## src/tewf_pkg.sv

```systemverilog
`default_nettype none

package tewf_pkg;

  // Operation carried in tuser
  typedef enum logic [1:0] {
    OP_PUSH  = 2'd0,
    OP_CLOSE = 2'd1,
    OP_SET   = 2'd2,
    OP_FETCH = 2'd3
  } op_e;

  // Field widths
  localparam int unsigned CHAR_W     = 8;
  localparam int unsigned SLOT_W     = 4;
  localparam int unsigned VALUE_W    = 32;
  localparam int unsigned WORD_W     = 16;
  localparam int unsigned DATA_W     = 12;
  localparam int unsigned CODE_W     = 6;
  localparam int unsigned POS_W      = 7;
  localparam int unsigned CNT_W      = 8;
  localparam int unsigned IN_TDATA_W = 48;

  // Command queue between front and back
  localparam int unsigned CMD_DEPTH = 4;
  localparam int unsigned CMD_PTR_W = 2;
  localparam int unsigned CMD_CNT_W = 3;

  // Slot numbers with special handling
  localparam logic [SLOT_W-1:0] SLOT_TEXT   = 4'd0;
  localparam logic [SLOT_W-1:0] SLOT_SEQ    = 4'd1;
  localparam logic [SLOT_W-1:0] SLOT_FIRST  = 4'd1;
  localparam logic [SLOT_W-1:0] SLOT_MIN    = 4'd2;
  localparam logic [SLOT_W-1:0] SLOT_ZERO   = 4'd3;
  localparam logic [SLOT_W-1:0] SLOT_DIV10  = 4'd4;
  localparam logic [SLOT_W-1:0] SLOT_MANT_A = 4'd12;
  localparam logic [SLOT_W-1:0] SLOT_MANT_B = 4'd14;
  localparam logic [SLOT_W-1:0] SLOT_LAST   = 4'd15;

  // Data saturation
  localparam logic [DATA_W-1:0] DATA_MAX = 12'hfff;

  // Divide by 10: (x * 52429) >> 19, exact for 16-bit x
  localparam logic [15:0] DIV10_MUL = 16'd52429;
  localparam int unsigned DIV10_SH  = 19;
  // Divide by 100: (x * 167773) >> 24, exact below 199728
  localparam logic [17:0] DIV100_MUL = 18'd167773;
  localparam int unsigned DIV100_SH  = 24;
  // Slot 4 saturates once value / 10 reaches 4096
  localparam logic [VALUE_W-1:0] DIV10_SAT = 32'd40960;

  // Mantissa / exponent ranges
  localparam logic [VALUE_W-1:0] MANT_CLIP = 32'd102300;
  localparam logic [VALUE_W-1:0] MANT_E2   = 32'd10000;
  localparam logic [VALUE_W-1:0] MANT_E1   = 32'd1000;
  localparam logic [VALUE_W-1:0] MANT_E0   = 32'd100;
  localparam logic [1:0] EXP_0 = 2'd0;
  localparam logic [1:0] EXP_1 = 2'd1;
  localparam logic [1:0] EXP_2 = 2'd2;
  localparam logic [1:0] EXP_3 = 2'd3;

  // Character codes
  localparam logic [CODE_W-1:0] CODE_SPACE = 6'd37;
  localparam logic [CODE_W-1:0] CODE_DOT   = 6'd38;
  localparam logic [CODE_W-1:0] CODE_COMMA = 6'd39;
  localparam logic [CODE_W-1:0] CODE_EQ    = 6'd40;
  localparam logic [CODE_W-1:0] CODE_COLON = 6'd41;
  localparam logic [CODE_W-1:0] CODE_BANG  = 6'd42;
  localparam logic [CODE_W-1:0] CODE_MINUS = 6'd43;
  localparam logic [CODE_W-1:0] CODE_PLUS  = 6'd44;
  localparam logic [CODE_W-1:0] CODE_OTHER = 6'd63;

  // Command word queued from front to back
  typedef struct packed {
    op_e                op;
    logic [CHAR_W-1:0]  chr;
    logic [SLOT_W-1:0]  slot;
    logic [VALUE_W-1:0] value;
  } cmd_t;

  // Map a stored character to its 6-bit code
  function automatic logic [CODE_W-1:0] char_code(input logic [CHAR_W-1:0] b);
    logic [6:0] c;
    logic [6:0] u;
    logic [CODE_W-1:0] r;
    c = b[6:0];
    // fold lower case onto upper case
    u = (c >= 7'h61 && c <= 7'h7a) ? c - 7'd32 : c;
    if (u >= 7'h41 && u <= 7'h5a) begin
      r = CODE_W'(u - 7'h40);
    end else if (u >= 7'h30 && u <= 7'h39) begin
      r = CODE_W'(u - 7'd21);
    end else begin
      case (u)
        7'h20:   r = CODE_SPACE;
        7'h2e:   r = CODE_DOT;
        7'h2c:   r = CODE_COMMA;
        7'h3d:   r = CODE_EQ;
        7'h3a:   r = CODE_COLON;
        7'h21:   r = CODE_BANG;
        7'h2d:   r = CODE_MINUS;
        7'h2b:   r = CODE_PLUS;
        default: r = CODE_OTHER;
      endcase
    end
    return r;
  endfunction

endpackage

`default_nettype wire

```

## src/tewf_ram.sv

```systemverilog
`default_nettype none

module tewf_ram #(
  parameter int unsigned WIDTH = 8,
  parameter int unsigned DEPTH = 256
) (
  input  wire logic                     clk_i,
  input  wire logic                     we_i,
  input  wire logic [$clog2(DEPTH)-1:0] waddr_i,
  input  wire logic [WIDTH-1:0]         wdata_i,
  input  wire logic                     re_i,
  input  wire logic [$clog2(DEPTH)-1:0] raddr_i,
  output logic      [WIDTH-1:0]         rdata_o
);

  logic [WIDTH-1:0] mem_q [DEPTH];
  logic [WIDTH-1:0] rdata_q;

  // One write port, one registered read port
  always_ff @(posedge clk_i) begin
    if (we_i) begin
      mem_q[waddr_i] <= wdata_i;
    end
    if (re_i) begin
      rdata_q <= mem_q[raddr_i];
    end
  end

  assign rdata_o = rdata_q;

endmodule

`default_nettype wire

```

## src/tewf_fifo.sv

```systemverilog
`default_nettype none

module tewf_fifo
  import tewf_pkg::*;
(
  input  wire logic clk_i,
  input  wire logic rst_ni,
  input  wire logic push_i,
  input  wire cmd_t push_cmd_i,
  output logic      full_o,
  input  wire logic pop_i,
  output logic      empty_o,
  output cmd_t      head_o
);

  cmd_t                 mem_q [CMD_DEPTH];
  logic [CMD_PTR_W-1:0] wr_ptr_q, wr_ptr_d;
  logic [CMD_PTR_W-1:0] rd_ptr_q, rd_ptr_d;
  logic [CMD_CNT_W-1:0] count_q, count_d;
  logic                 do_push, do_pop;

  assign full_o  = (count_q == CMD_CNT_W'(CMD_DEPTH));
  assign empty_o = (count_q == '0);
  assign head_o  = mem_q[rd_ptr_q];
  assign do_push = push_i && !full_o;
  assign do_pop  = pop_i && !empty_o;

  // Pointer and fill count
  always_comb begin
    wr_ptr_d = do_push ? wr_ptr_q + CMD_PTR_W'(1) : wr_ptr_q;
    rd_ptr_d = do_pop ? rd_ptr_q + CMD_PTR_W'(1) : rd_ptr_q;
    count_d  = count_q;
    if (do_push && !do_pop) begin
      count_d = count_q + CMD_CNT_W'(1);
    end else if (do_pop && !do_push) begin
      count_d = count_q - CMD_CNT_W'(1);
    end
  end

  always_ff @(posedge clk_i or negedge rst_ni) begin
    if (!rst_ni) begin
      wr_ptr_q <= '0;
      rd_ptr_q <= '0;
      count_q  <= '0;
    end else begin
      wr_ptr_q <= wr_ptr_d;
      rd_ptr_q <= rd_ptr_d;
      count_q  <= count_d;
    end
  end

  // Queue storage
  always_ff @(posedge clk_i) begin
    if (do_push) begin
      mem_q[wr_ptr_q] <= push_cmd_i;
    end
  end

  a_count_bound: assert property (@(posedge clk_i) disable iff (!rst_ni)
    count_q <= CMD_CNT_W'(CMD_DEPTH))
    else $error("command queue count beyond depth");

endmodule

`default_nettype wire

```

## src/tewf_front.sv

```systemverilog
`default_nettype none

module tewf_front
  import tewf_pkg::*;
(
  input  wire logic                  s_axis_tvalid,
  output logic                       s_axis_tready,
  input  wire logic [IN_TDATA_W-1:0] s_axis_tdata,
  input  wire logic [1:0]            s_axis_tuser,
  input  wire logic                  full_i,
  output logic                       push_o,
  output cmd_t                       cmd_o
);

  logic accept;
  logic keep;

  // Unpack the word
  always_comb begin
    cmd_o.op    = op_e'(s_axis_tuser);
    cmd_o.chr   = s_axis_tdata[7:0];
    cmd_o.slot  = s_axis_tdata[11:8];
    cmd_o.value = s_axis_tdata[43:12];
  end

  // Non-printable characters and writes to slots 0 and 1 are taken and dropped here
  always_comb begin
    keep = 1'b1;
    if (cmd_o.op == OP_PUSH && (cmd_o.chr < 8'h20 || cmd_o.chr > 8'h7e)) begin
      keep = 1'b0;
    end
    if (cmd_o.op == OP_SET && cmd_o.slot < SLOT_MIN) begin
      keep = 1'b0;
    end
  end

  assign s_axis_tready = !full_i;
  assign accept        = s_axis_tvalid && !full_i;
  assign push_o        = accept && keep;

endmodule

`default_nettype wire

```

## src/tewf_back.sv

```systemverilog
`default_nettype none

module tewf_back
  import tewf_pkg::*;
#(
  parameter int unsigned MESSAGE_SLOTS  = 4,
  parameter int unsigned MESSAGE_LENGTH = 64
) (
  input  wire logic              clk_i,
  input  wire logic              rst_ni,
  input  wire cmd_t              cmd_i,
  input  wire logic              empty_i,
  output logic                   pop_o,
  output logic                   m_axis_tvalid,
  input  wire logic              m_axis_tready,
  output logic      [WORD_W-1:0] m_axis_tdata
);

  localparam int unsigned MSG_IDX_W   = $clog2(MESSAGE_SLOTS);
  localparam int unsigned STORE_DEPTH = MESSAGE_SLOTS * MESSAGE_LENGTH;
  localparam int unsigned ADDR_W      = $clog2(STORE_DEPTH);
  localparam logic [POS_W-1:0]     POS_LIMIT = POS_W'(MESSAGE_LENGTH - 1);
  localparam logic [MSG_IDX_W-1:0] IDX_LAST  = MSG_IDX_W'(MESSAGE_SLOTS - 1);

  typedef enum logic [2:0] {
    S_IDLE,
    S_TXT1,
    S_TXT2,
    S_SLOT,
    S_EMIT
  } state_e;

  state_e               state_q, state_d;
  logic [CNT_W-1:0]     wc_q, wc_d, rc_q, rc_d;
  logic [MSG_IDX_W-1:0] wi_q, wi_d, ri_q, ri_d;
  logic [POS_W-1:0]     wpos_q, wpos_d, rpos_q, rpos_d;
  logic                 prev_text_q, prev_text_d;
  logic [SLOT_W-1:0]    rot_q, rot_d;
  logic [DATA_W-1:0]    seq_q, seq_d;
  logic                 out_valid_q, out_valid_d;
  logic [WORD_W-1:0]    out_word_q, out_word_d;

  logic [VALUE_W-1:0]   tv_q [16];
  logic [POS_W-1:0]     len_q [MESSAGE_SLOTS];
  logic [VALUE_W-1:0]   v_q, v_d;
  logic [SLOT_W-1:0]    vslot_q, vslot_d;
  logic [CODE_W-1:0]    hi_q, hi_d;
  logic [WORD_W-1:0]    res_q, res_d;

  logic                 tv_we, len_we;
  logic                 ram_we, ram_re;
  logic [ADDR_W-1:0]    ram_waddr, ram_raddr;
  logic [CHAR_W-1:0]    ram_rdata;
  logic                 can_load;
  logic                 emit;
  logic [WORD_W-1:0]    emit_word;
  logic [CODE_W-1:0]    rd_code;
  logic                 at_end;
  logic [MSG_IDX_W-1:0] wi_next, ri_next;
  logic [DATA_W-1:0]    slot_data;

  // Divider datapath for slot words
  logic [15:0]          x10;
  logic [31:0]          prod10;
  logic [12:0]          q10;
  logic [16:0]          clip100, x100;
  logic [34:0]          prod100;
  logic [10:0]          q100;
  logic [DATA_W-1:0]    mant;

  function automatic logic [ADDR_W-1:0] store_addr(input logic [MSG_IDX_W-1:0] s,
                                                   input logic [POS_W-1:0] p);
    return ADDR_W'(s) * ADDR_W'(MESSAGE_LENGTH) + ADDR_W'(p);
  endfunction

  tewf_ram #(
    .WIDTH(CHAR_W),
    .DEPTH(STORE_DEPTH)
  ) u_store (
    .clk_i  (clk_i),
    .we_i   (ram_we),
    .waddr_i(ram_waddr),
    .wdata_i(cmd_i.chr),
    .re_i   (ram_re),
    .raddr_i(ram_raddr),
    .rdata_o(ram_rdata)
  );

  assign can_load  = !out_valid_q || m_axis_tready;
  assign rd_code   = char_code(ram_rdata);
  assign at_end    = (rpos_q >= len_q[ri_q]);
  assign ram_waddr = store_addr(wi_q, wpos_q);
  assign ram_raddr = store_addr(ri_q, rpos_q);

  // Ring index follows count modulo slots, including the 8-bit count wrap
  assign wi_next = (wc_q == '1 || wi_q == IDX_LAST) ? '0 : wi_q + MSG_IDX_W'(1);
  assign ri_next = (rc_q == '1 || ri_q == IDX_LAST) ? '0 : ri_q + MSG_IDX_W'(1);

  // Slot data: divide by 10 shared by slot 4 and the middle mantissa range
  always_comb begin
    x10     = (vslot_q == SLOT_DIV10) ? v_q[15:0] : v_q[15:0] + 16'd5;
    prod10  = 32'(x10) * 32'(DIV10_MUL);
    q10     = prod10[DIV10_SH +: 13];
    clip100 = (v_q > MANT_CLIP) ? MANT_CLIP[16:0] : v_q[16:0];
    x100    = clip100 + 17'd50;
    prod100 = 35'(x100) * 35'(DIV100_MUL);
    q100    = prod100[DIV100_SH +: 11];
    if (v_q >= MANT_E2) begin
      mant = {EXP_2, q100[9:0]};
    end else if (v_q >= MANT_E1) begin
      mant = {EXP_1, q10[9:0]};
    end else if (v_q >= MANT_E0) begin
      mant = {EXP_0, v_q[9:0]};
    end else begin
      mant = {EXP_3, 10'(v_q[6:0]) * 10'd10};
    end
    case (vslot_q) inside
      SLOT_DIV10:               slot_data = (v_q >= DIV10_SAT) ? DATA_MAX : q10[11:0];
      SLOT_MANT_A, SLOT_MANT_B: slot_data = mant;
      default:                  slot_data = (v_q > 32'(DATA_MAX)) ? DATA_MAX : v_q[11:0];
    endcase
  end

  // Sequencer
  always_comb begin
    state_d     = state_q;
    wc_d        = wc_q;
    rc_d        = rc_q;
    wi_d        = wi_q;
    ri_d        = ri_q;
    wpos_d      = wpos_q;
    rpos_d      = rpos_q;
    prev_text_d = prev_text_q;
    rot_d       = rot_q;
    seq_d       = seq_q;
    out_valid_d = out_valid_q;
    out_word_d  = out_word_q;
    v_d         = v_q;
    vslot_d     = vslot_q;
    hi_d        = hi_q;
    res_d       = res_q;
    pop_o       = 1'b0;
    tv_we       = 1'b0;
    len_we      = 1'b0;
    ram_we      = 1'b0;
    ram_re      = 1'b0;
    emit        = 1'b0;
    emit_word   = '0;

    if (out_valid_q && m_axis_tready) begin
      out_valid_d = 1'b0;
    end

    unique case (state_q)
      S_IDLE: begin
        if (!empty_i) begin
          pop_o = 1'b1;
          unique case (cmd_i.op)
            OP_PUSH: begin
              if (wpos_q < POS_LIMIT) begin
                ram_we = 1'b1;
                wpos_d = wpos_q + POS_W'(1);
              end
            end
            OP_CLOSE: begin
              len_we = 1'b1;
              wpos_d = '0;
              wc_d   = wc_q + CNT_W'(1);
              wi_d   = wi_next;
            end
            OP_SET: begin
              tv_we = 1'b1;
            end
            OP_FETCH: begin
              if (!prev_text_q && rc_q != wc_q) begin
                prev_text_d = 1'b1;
                if (at_end) begin
                  // message done: retire it, zero word
                  rc_d   = rc_q + CNT_W'(1);
                  ri_d   = ri_next;
                  rpos_d = '0;
                  emit   = 1'b1;
                end else begin
                  ram_re  = 1'b1;
                  rpos_d  = rpos_q + POS_W'(1);
                  state_d = S_TXT1;
                end
              end else begin
                prev_text_d = 1'b0;
                vslot_d     = rot_q;
                if (rot_q == SLOT_SEQ) begin
                  v_d = 32'(seq_q);
                end else if (rot_q == SLOT_ZERO) begin
                  v_d = '0;
                end else begin
                  v_d = tv_q[rot_q];
                end
                if (rot_q == SLOT_LAST) begin
                  rot_d = SLOT_FIRST;
                  seq_d = seq_q + DATA_W'(1);
                end else begin
                  rot_d = rot_q + SLOT_W'(1);
                end
                state_d = S_SLOT;
              end
            end
          endcase
        end
      end
      S_TXT1: begin
        hi_d = rd_code;
        if (at_end) begin
          rc_d      = rc_q + CNT_W'(1);
          ri_d      = ri_next;
          rpos_d    = '0;
          emit      = 1'b1;
          emit_word = {SLOT_TEXT, rd_code, CODE_W'(0)};
        end else begin
          ram_re  = 1'b1;
          rpos_d  = rpos_q + POS_W'(1);
          state_d = S_TXT2;
        end
      end
      S_TXT2: begin
        emit      = 1'b1;
        emit_word = {SLOT_TEXT, hi_q, rd_code};
      end
      S_SLOT: begin
        emit      = 1'b1;
        emit_word = {vslot_q, slot_data};
      end
      S_EMIT: begin
        if (can_load) begin
          out_valid_d = 1'b1;
          out_word_d  = res_q;
          state_d     = S_IDLE;
        end
      end
      default: state_d = S_IDLE;
    endcase

    // Finished word goes to the output register, or waits in res_q
    if (emit) begin
      if (can_load) begin
        out_valid_d = 1'b1;
        out_word_d  = emit_word;
        state_d     = S_IDLE;
      end else begin
        res_d   = emit_word;
        state_d = S_EMIT;
      end
    end
  end

  always_ff @(posedge clk_i or negedge rst_ni) begin
    if (!rst_ni) begin
      state_q     <= S_IDLE;
      wc_q        <= '0;
      rc_q        <= '0;
      wi_q        <= '0;
      ri_q        <= '0;
      wpos_q      <= '0;
      rpos_q      <= '0;
      prev_text_q <= 1'b0;
      rot_q       <= SLOT_FIRST;
      seq_q       <= '0;
      out_valid_q <= 1'b0;
    end else begin
      state_q     <= state_d;
      wc_q        <= wc_d;
      rc_q        <= rc_d;
      wi_q        <= wi_d;
      ri_q        <= ri_d;
      wpos_q      <= wpos_d;
      rpos_q      <= rpos_d;
      prev_text_q <= prev_text_d;
      rot_q       <= rot_d;
      seq_q       <= seq_d;
      out_valid_q <= out_valid_d;
    end
  end

  // Telemetry values reset to zero
  always_ff @(posedge clk_i or negedge rst_ni) begin
    if (!rst_ni) begin
      for (int i = 0; i < 16; i++) begin
        tv_q[i] <= '0;
      end
    end else if (tv_we) begin
      tv_q[cmd_i.slot] <= cmd_i.value;
    end
  end

  // Payload registers
  always_ff @(posedge clk_i) begin
    if (len_we) begin
      len_q[wi_q] <= wpos_q;
    end
    v_q        <= v_d;
    vslot_q    <= vslot_d;
    hi_q       <= hi_d;
    res_q      <= res_d;
    out_word_q <= out_word_d;
  end

  assign m_axis_tvalid = out_valid_q;
  assign m_axis_tdata  = out_word_q;

  a_txt_from_idle: assert property (@(posedge clk_i) disable iff (!rst_ni)
    (state_q == S_TXT1) |-> ($past(state_q) == S_IDLE))
    else $error("text read started outside idle");

  a_emit_waits_full: assert property (@(posedge clk_i) disable iff (!rst_ni)
    (state_q == S_EMIT) |-> out_valid_q)
    else $error("parked word while output register empty");

  a_txt2_marks_text: assert property (@(posedge clk_i) disable iff (!rst_ni)
    (state_q == S_TXT2) |-> prev_text_q)
    else $error("second text read without text flag");

  a_rot_nonzero: assert property (@(posedge clk_i) disable iff (!rst_ni)
    rot_q != SLOT_TEXT)
    else $error("rotating slot reached text slot");

  a_wpos_limit: assert property (@(posedge clk_i) disable iff (!rst_ni)
    wpos_q <= POS_LIMIT)
    else $error("write position past message limit");

endmodule

`default_nettype wire

```

## src/telemetry_extension_word_framer_top.sv

```systemverilog
// Telemetry word framer. Input words carry an operation in tuser (push text
// character, close message, set telemetry slot, fetch next word); only a fetch
// returns an output word, a 16-bit slot number and data pair. A front end
// unpacks each input word, drops non-printable characters and writes to
// slots 0 and 1, and queues the rest in a four-entry command queue; the back
// end runs the queue against the message ring, the telemetry registers and a
// message memory with one write and one read port. Push, close and set are
// handled in the idle state of the back end; a telemetry word passes value
// select, then scale and saturate; a text word reads its characters from the
// message memory, whose read port is registered, and pairs their codes.
// Input is accepted every cycle while the queue has room, and a finished word
// waits in an output register so that later non-fetch words keep flowing.
// No clearing pass follows reset.
`default_nettype none

module telemetry_extension_word_framer_top
  import tewf_pkg::*;
#(
  parameter int unsigned MESSAGE_SLOTS  = 4,
  parameter int unsigned MESSAGE_LENGTH = 64
) (
  input  wire logic                  clk_i,
  input  wire logic                  rst_ni,
  input  wire logic                  s_axis_tvalid,
  output logic                       s_axis_tready,
  // text_char [7:0], slot [11:8], value [43:12], zero pad [47:44]
  input  wire logic [IN_TDATA_W-1:0] s_axis_tdata,
  // operation [1:0]
  input  wire logic [1:0]            s_axis_tuser,
  output logic                       m_axis_tvalid,
  input  wire logic                  m_axis_tready,
  // word [15:0]
  output logic      [WORD_W-1:0]     m_axis_tdata
);

  cmd_t front_cmd;
  cmd_t head_cmd;
  logic push;
  logic full;
  logic pop;
  logic empty;

  tewf_front u_front (
    .s_axis_tvalid(s_axis_tvalid),
    .s_axis_tready(s_axis_tready),
    .s_axis_tdata (s_axis_tdata),
    .s_axis_tuser (s_axis_tuser),
    .full_i       (full),
    .push_o       (push),
    .cmd_o        (front_cmd)
  );

  tewf_fifo u_queue (
    .clk_i     (clk_i),
    .rst_ni    (rst_ni),
    .push_i    (push),
    .push_cmd_i(front_cmd),
    .full_o    (full),
    .pop_i     (pop),
    .empty_o   (empty),
    .head_o    (head_cmd)
  );

  tewf_back #(
    .MESSAGE_SLOTS (MESSAGE_SLOTS),
    .MESSAGE_LENGTH(MESSAGE_LENGTH)
  ) u_back (
    .clk_i        (clk_i),
    .rst_ni       (rst_ni),
    .cmd_i        (head_cmd),
    .empty_i      (empty),
    .pop_o        (pop),
    .m_axis_tvalid(m_axis_tvalid),
    .m_axis_tready(m_axis_tready),
    .m_axis_tdata (m_axis_tdata)
  );

endmodule

`default_nettype wire

```

## config.mk

```make
export PLATFORM = sky130hd
export DESIGN_NAME = telemetry_extension_word_framer_top
export DESIGN_NICKNAME = d
export VERILOG_FILES = /design/src/tewf_pkg.sv /design/src/tewf_ram.sv /design/src/tewf_fifo.sv /design/src/tewf_front.sv /design/src/tewf_back.sv /design/src/telemetry_extension_word_framer_top.sv
export SDC_FILE = /design/constraint.sdc
export NUM_CORES = 2
export LEC_CHECK = 0
export ABC_CLOCK_PERIOD_IN_PS = 8750
export CORE_MARGIN = 3
export CORE_UTILIZATION = 45
export DETAILED_ROUTE_END_ITERATION = 6
export DONT_BUFFER_PORTS = 1
export PLACE_DENSITY = 0.65
export SYNTH_ARGS = -nofsm -noshare
export SYNTH_HDL_FRONTEND = slang
export SYNTH_SLANG_ARGS = --single-unit
```

## constraint.sdc

```tcl
create_clock -name clk_i -period 8.75 [get_ports clk_i]
set_input_delay 0.875 -clock clk_i [delete_from_list [all_inputs] [get_ports clk_i]]
set_output_delay 0.875 -clock clk_i [all_outputs]
set_load 0.02 [all_outputs]
```

==> flow_summary.ini <==
[sta]
finalMaxSlewViolations = 508
period_share_pct = 96.26
hold_violations = 55
fmax_mhz = 118.7
worst-slew-pin-transition_ns = 2.575
fin_hold_ws_ns = -0.2397
setup_tns_ns = 0
fin_crit_ns = 8.423
setup_viol = 0
finalClockSkew_ns = 0.1131
slew_headroom_pct = -71.69

[critical_path]
startpoint_type = register
required_ns = 9.35
reg2reg_slack_ns = 0.33
crit_fanout = 4
end_kind = register
max_stage_delay_ns = 0.56
worstPathArrival_ns = 9.02
crit_slowest_cell = fa_1
path_class = reg2reg
worstRegToRegCells = 40
path_common_cell = inv_1

[logic_synthesis]
syn_inst = 7100
synth_nets = 7653
yosysSeqAreaShare_pct = 65.25
synth.cell_area_sq_um = 117500
synth_cell_type_count = 89
ys_ff_latch = 2655
async_flop_share_pct = 21.62
avgSynthCellArea_sq_um = 16.56
synth-edff-count = 2065
synth_ff_type = edfxtp_1
yosys_warnings = 0

[placement]
gp_congestion = 0.9213
place_hpwl_um = 168500
dpl.cell_count = 10310
io_buffers = 0

[cts]
cts_tree = done
htreeDepth = 5
cts_buffer_depth = 4
hold_buffers = 19
clock-sinks = 2655
clock_latency_ns = 0.95
clk_pin_slew_ns = 0.06
cts-buffers-inserted = 289
cts_root_buf = clkbuf_16

[die]
die_x_um = 517.1
initial_core_util_pct = 45.26
row_count = 187
ioPinCount = 72
die_h_um = 517.1
dieArea_sq_um = 267400
coreArea_sq_um = 259700

[worst_hold_path]
hold_class = in2async

[status]
violations = hold timing, slew limit
status = finished, violations left

[final_layout]
nets = 7779
drive_above_1_share_pct = 20.72
utilization_pct = 50.64
finalNonFillerCells = 10830
final_cell_mix = edfxtp_1, mux4_2, nand2_1
layout_commonest_cell = edfxtp_1
area_growth_pct = 11.88

[routing]
first_iter_violations = 6157
wl_per_cell_um = 25.70
dr.pass1.iters = 6
drcViolationCount = 0
antenna_left = 0
routed_wl_um = 278400
dr_total_vias = 62750
vias_per_cell = 5.793

[grt]
antenna_found_initial = 4
grt_pass1_vias = 64800
overflow = 0
grt_pass1_wl_um = 421000
grtUsageTotal_pct = 21.00
grt_max_degree = 575

[pwr]
p_leak_nw = 46.75
max-vdd-ir-drop_v = 0.001014
powerDensity_nw_per_um2 = 418.5

[run]
maxCapViolCount = 0
==> path summary, 6_finish.rpt <==
path                                        from                    to
max in group asynchronous                 rst_ni      u_back.tv_q[510]
worst min-delay path                      rst_ni  u_back.m_axis_tvalid
worst min register to register  u_back.seq_q[11]      u_back.seq_q[11]
worst max-delay path               u_back.v_q[1]       u_back.res_q[8]
min in group clk_i              s_axis_tdata[24]  u_queue.mem_q[2][12]
worst max register to register     u_back.v_q[1]       u_back.res_q[8]
==> through the flow <==
stage	power (mW)	instance area, sq um	setup slack, ns
floorplan	35.91	117600	0.01663
global route	58.55	131500	-0.06416
global placement	43.02	122100	-0.1840
CTS	55.32	131300	0.01053
detailed placement	43.60	122100	-0.1608
finish	55.04	131500	0.3273
==> logic make-up (layout without fill, tap and decap cells) <==
group / count (synthesis) / count (layout) / share of synthesized area, %
other: 0 / 2 / 0
buffers and inverters: 817 / 1145 / 2.668
multiplexers: 932 / 932 / 16.23
AND/OR/NAND/NOR: 1287 / 1287 / 4.672
flip-flops: 2655 / 2655 / 65.25
AO/OA/AOI/OAI: 810 / 810 / 3.933
XOR/XNOR: 100 / 100 / 0.7451
adder cells (fa/ha/maj): 499 / 499 / 6.500
==> cells in the mapped netlist, types with 5 or more instances <==
library cell,instances,area [sq um]
edfxtp_1,2065,62010
mux4_2,775,17450
nand2_1,648,2432
dfrtp_1,573,14340
o21ai_0,557,2788
inv_1,416,1562
nor2_1,369,1385
ha_1,313,3916
clkbuf_1,298,1119
fa_1,186,3724
mux2i_1,112,1121
a21oi_1,77,385.4
xnor2_1,57,499.2
buf_2,55,275.3
buf_1,47,176.4
nor3_1,46,230.2
mux2_2,45,506.7
xor2_1,43,376.6
nand3_1,39,195.2
nor2b_1,33,206.5
nand4_1,30,187.7
a21o_1,22,165.2
a31oi_1,19,118.9
and2_1,19,118.9
dfxtp_1,16,320.3
or3_1,16,100.1
and3_1,15,93.84
nor4_1,15,93.84
a211oi_1,12,90.09
nand2b_1,12,75.07
o211a_1,9,90.09
or2_2,9,56.30
a22oi_1,8,60.06
nor3b_1,8,60.06
o211ai_1,8,60.06
and4_1,7,61.31
o21a_1,6,45.04
o311ai_0,6,52.55
or4_1,6,45.04
a21boi_0,5,37.54
a22o_1,5,43.79
o21ai_1,5,25.02
o22ai_1,5,31.28
==> sequential cells by signal, summed over array words and instances, names as in the netlist, 3 cells and up <==
name                    cells
u_back.hi_q                 6
u_back.len_q               28
u_back.m_axis_tdata        16
u_back.rc_q                 8
u_back.res_q               16
u_back.rot_q                4
u_back.rpos_q               7
u_back.seq_q               12
u_back.state_q              3
u_back.tv_q               512
u_back.u_store.mem_q     1792
u_back.u_store.rdata_o      7
u_back.v_q                 32
u_back.vslot_q              4
u_back.wc_q                 8
u_back.wpos_q               7
u_queue.count_q             3
u_queue.mem_q             180
==> per-layer routing <==
layer  global-route usage (%)  wire [um]  up-vias
met3                    3.785      19070      395
met5                        0          0        -
li1                         -          -    27260
met4                    5.516       7046        0
met1                    29.57     117200    33010
met2                    33.98     135000     2082
==> power breakdown <==
group	switching, mW	internal, mW
Clock	4.75	6.81
Sequential	1.19	16.8
Combinational	15.1	10.4
Total	21.0	34.0
==> layout make-up <==
cell class | instances | area (sq um)
antenna | 2 | 5.005
multi-input combinational | 3628 | 38110
clock inverter | 121 | 1150
sequential | 2655 | 76730
tap | 3402 | 4257
inverter | 417 | 1565
clock buffer | 372 | 7732
fill | 21090 | 128200
timing repair buffer | 235 | 1953
==> worst max-delay path: cells and delay by family, from the launching register on <==
family,cells,cell delay (ns)
fa+ha+maj,9,3.51
simple gates,12,1.91
buf+inv,12,1.16
compound gates,6,1.00
flops,1,0.41
xor+xnor,1,0.16
==> what timing repair did <==
action,in CTS,in global routing
cloned,0,0
pin swaps,5,41
endpoints found under the hold margin,637,573
buffers inserted,4,8
resized for setup,9,51
endpoints found under the setup margin,14,19
Note: power is estimated with default switching activity, not from simulation.
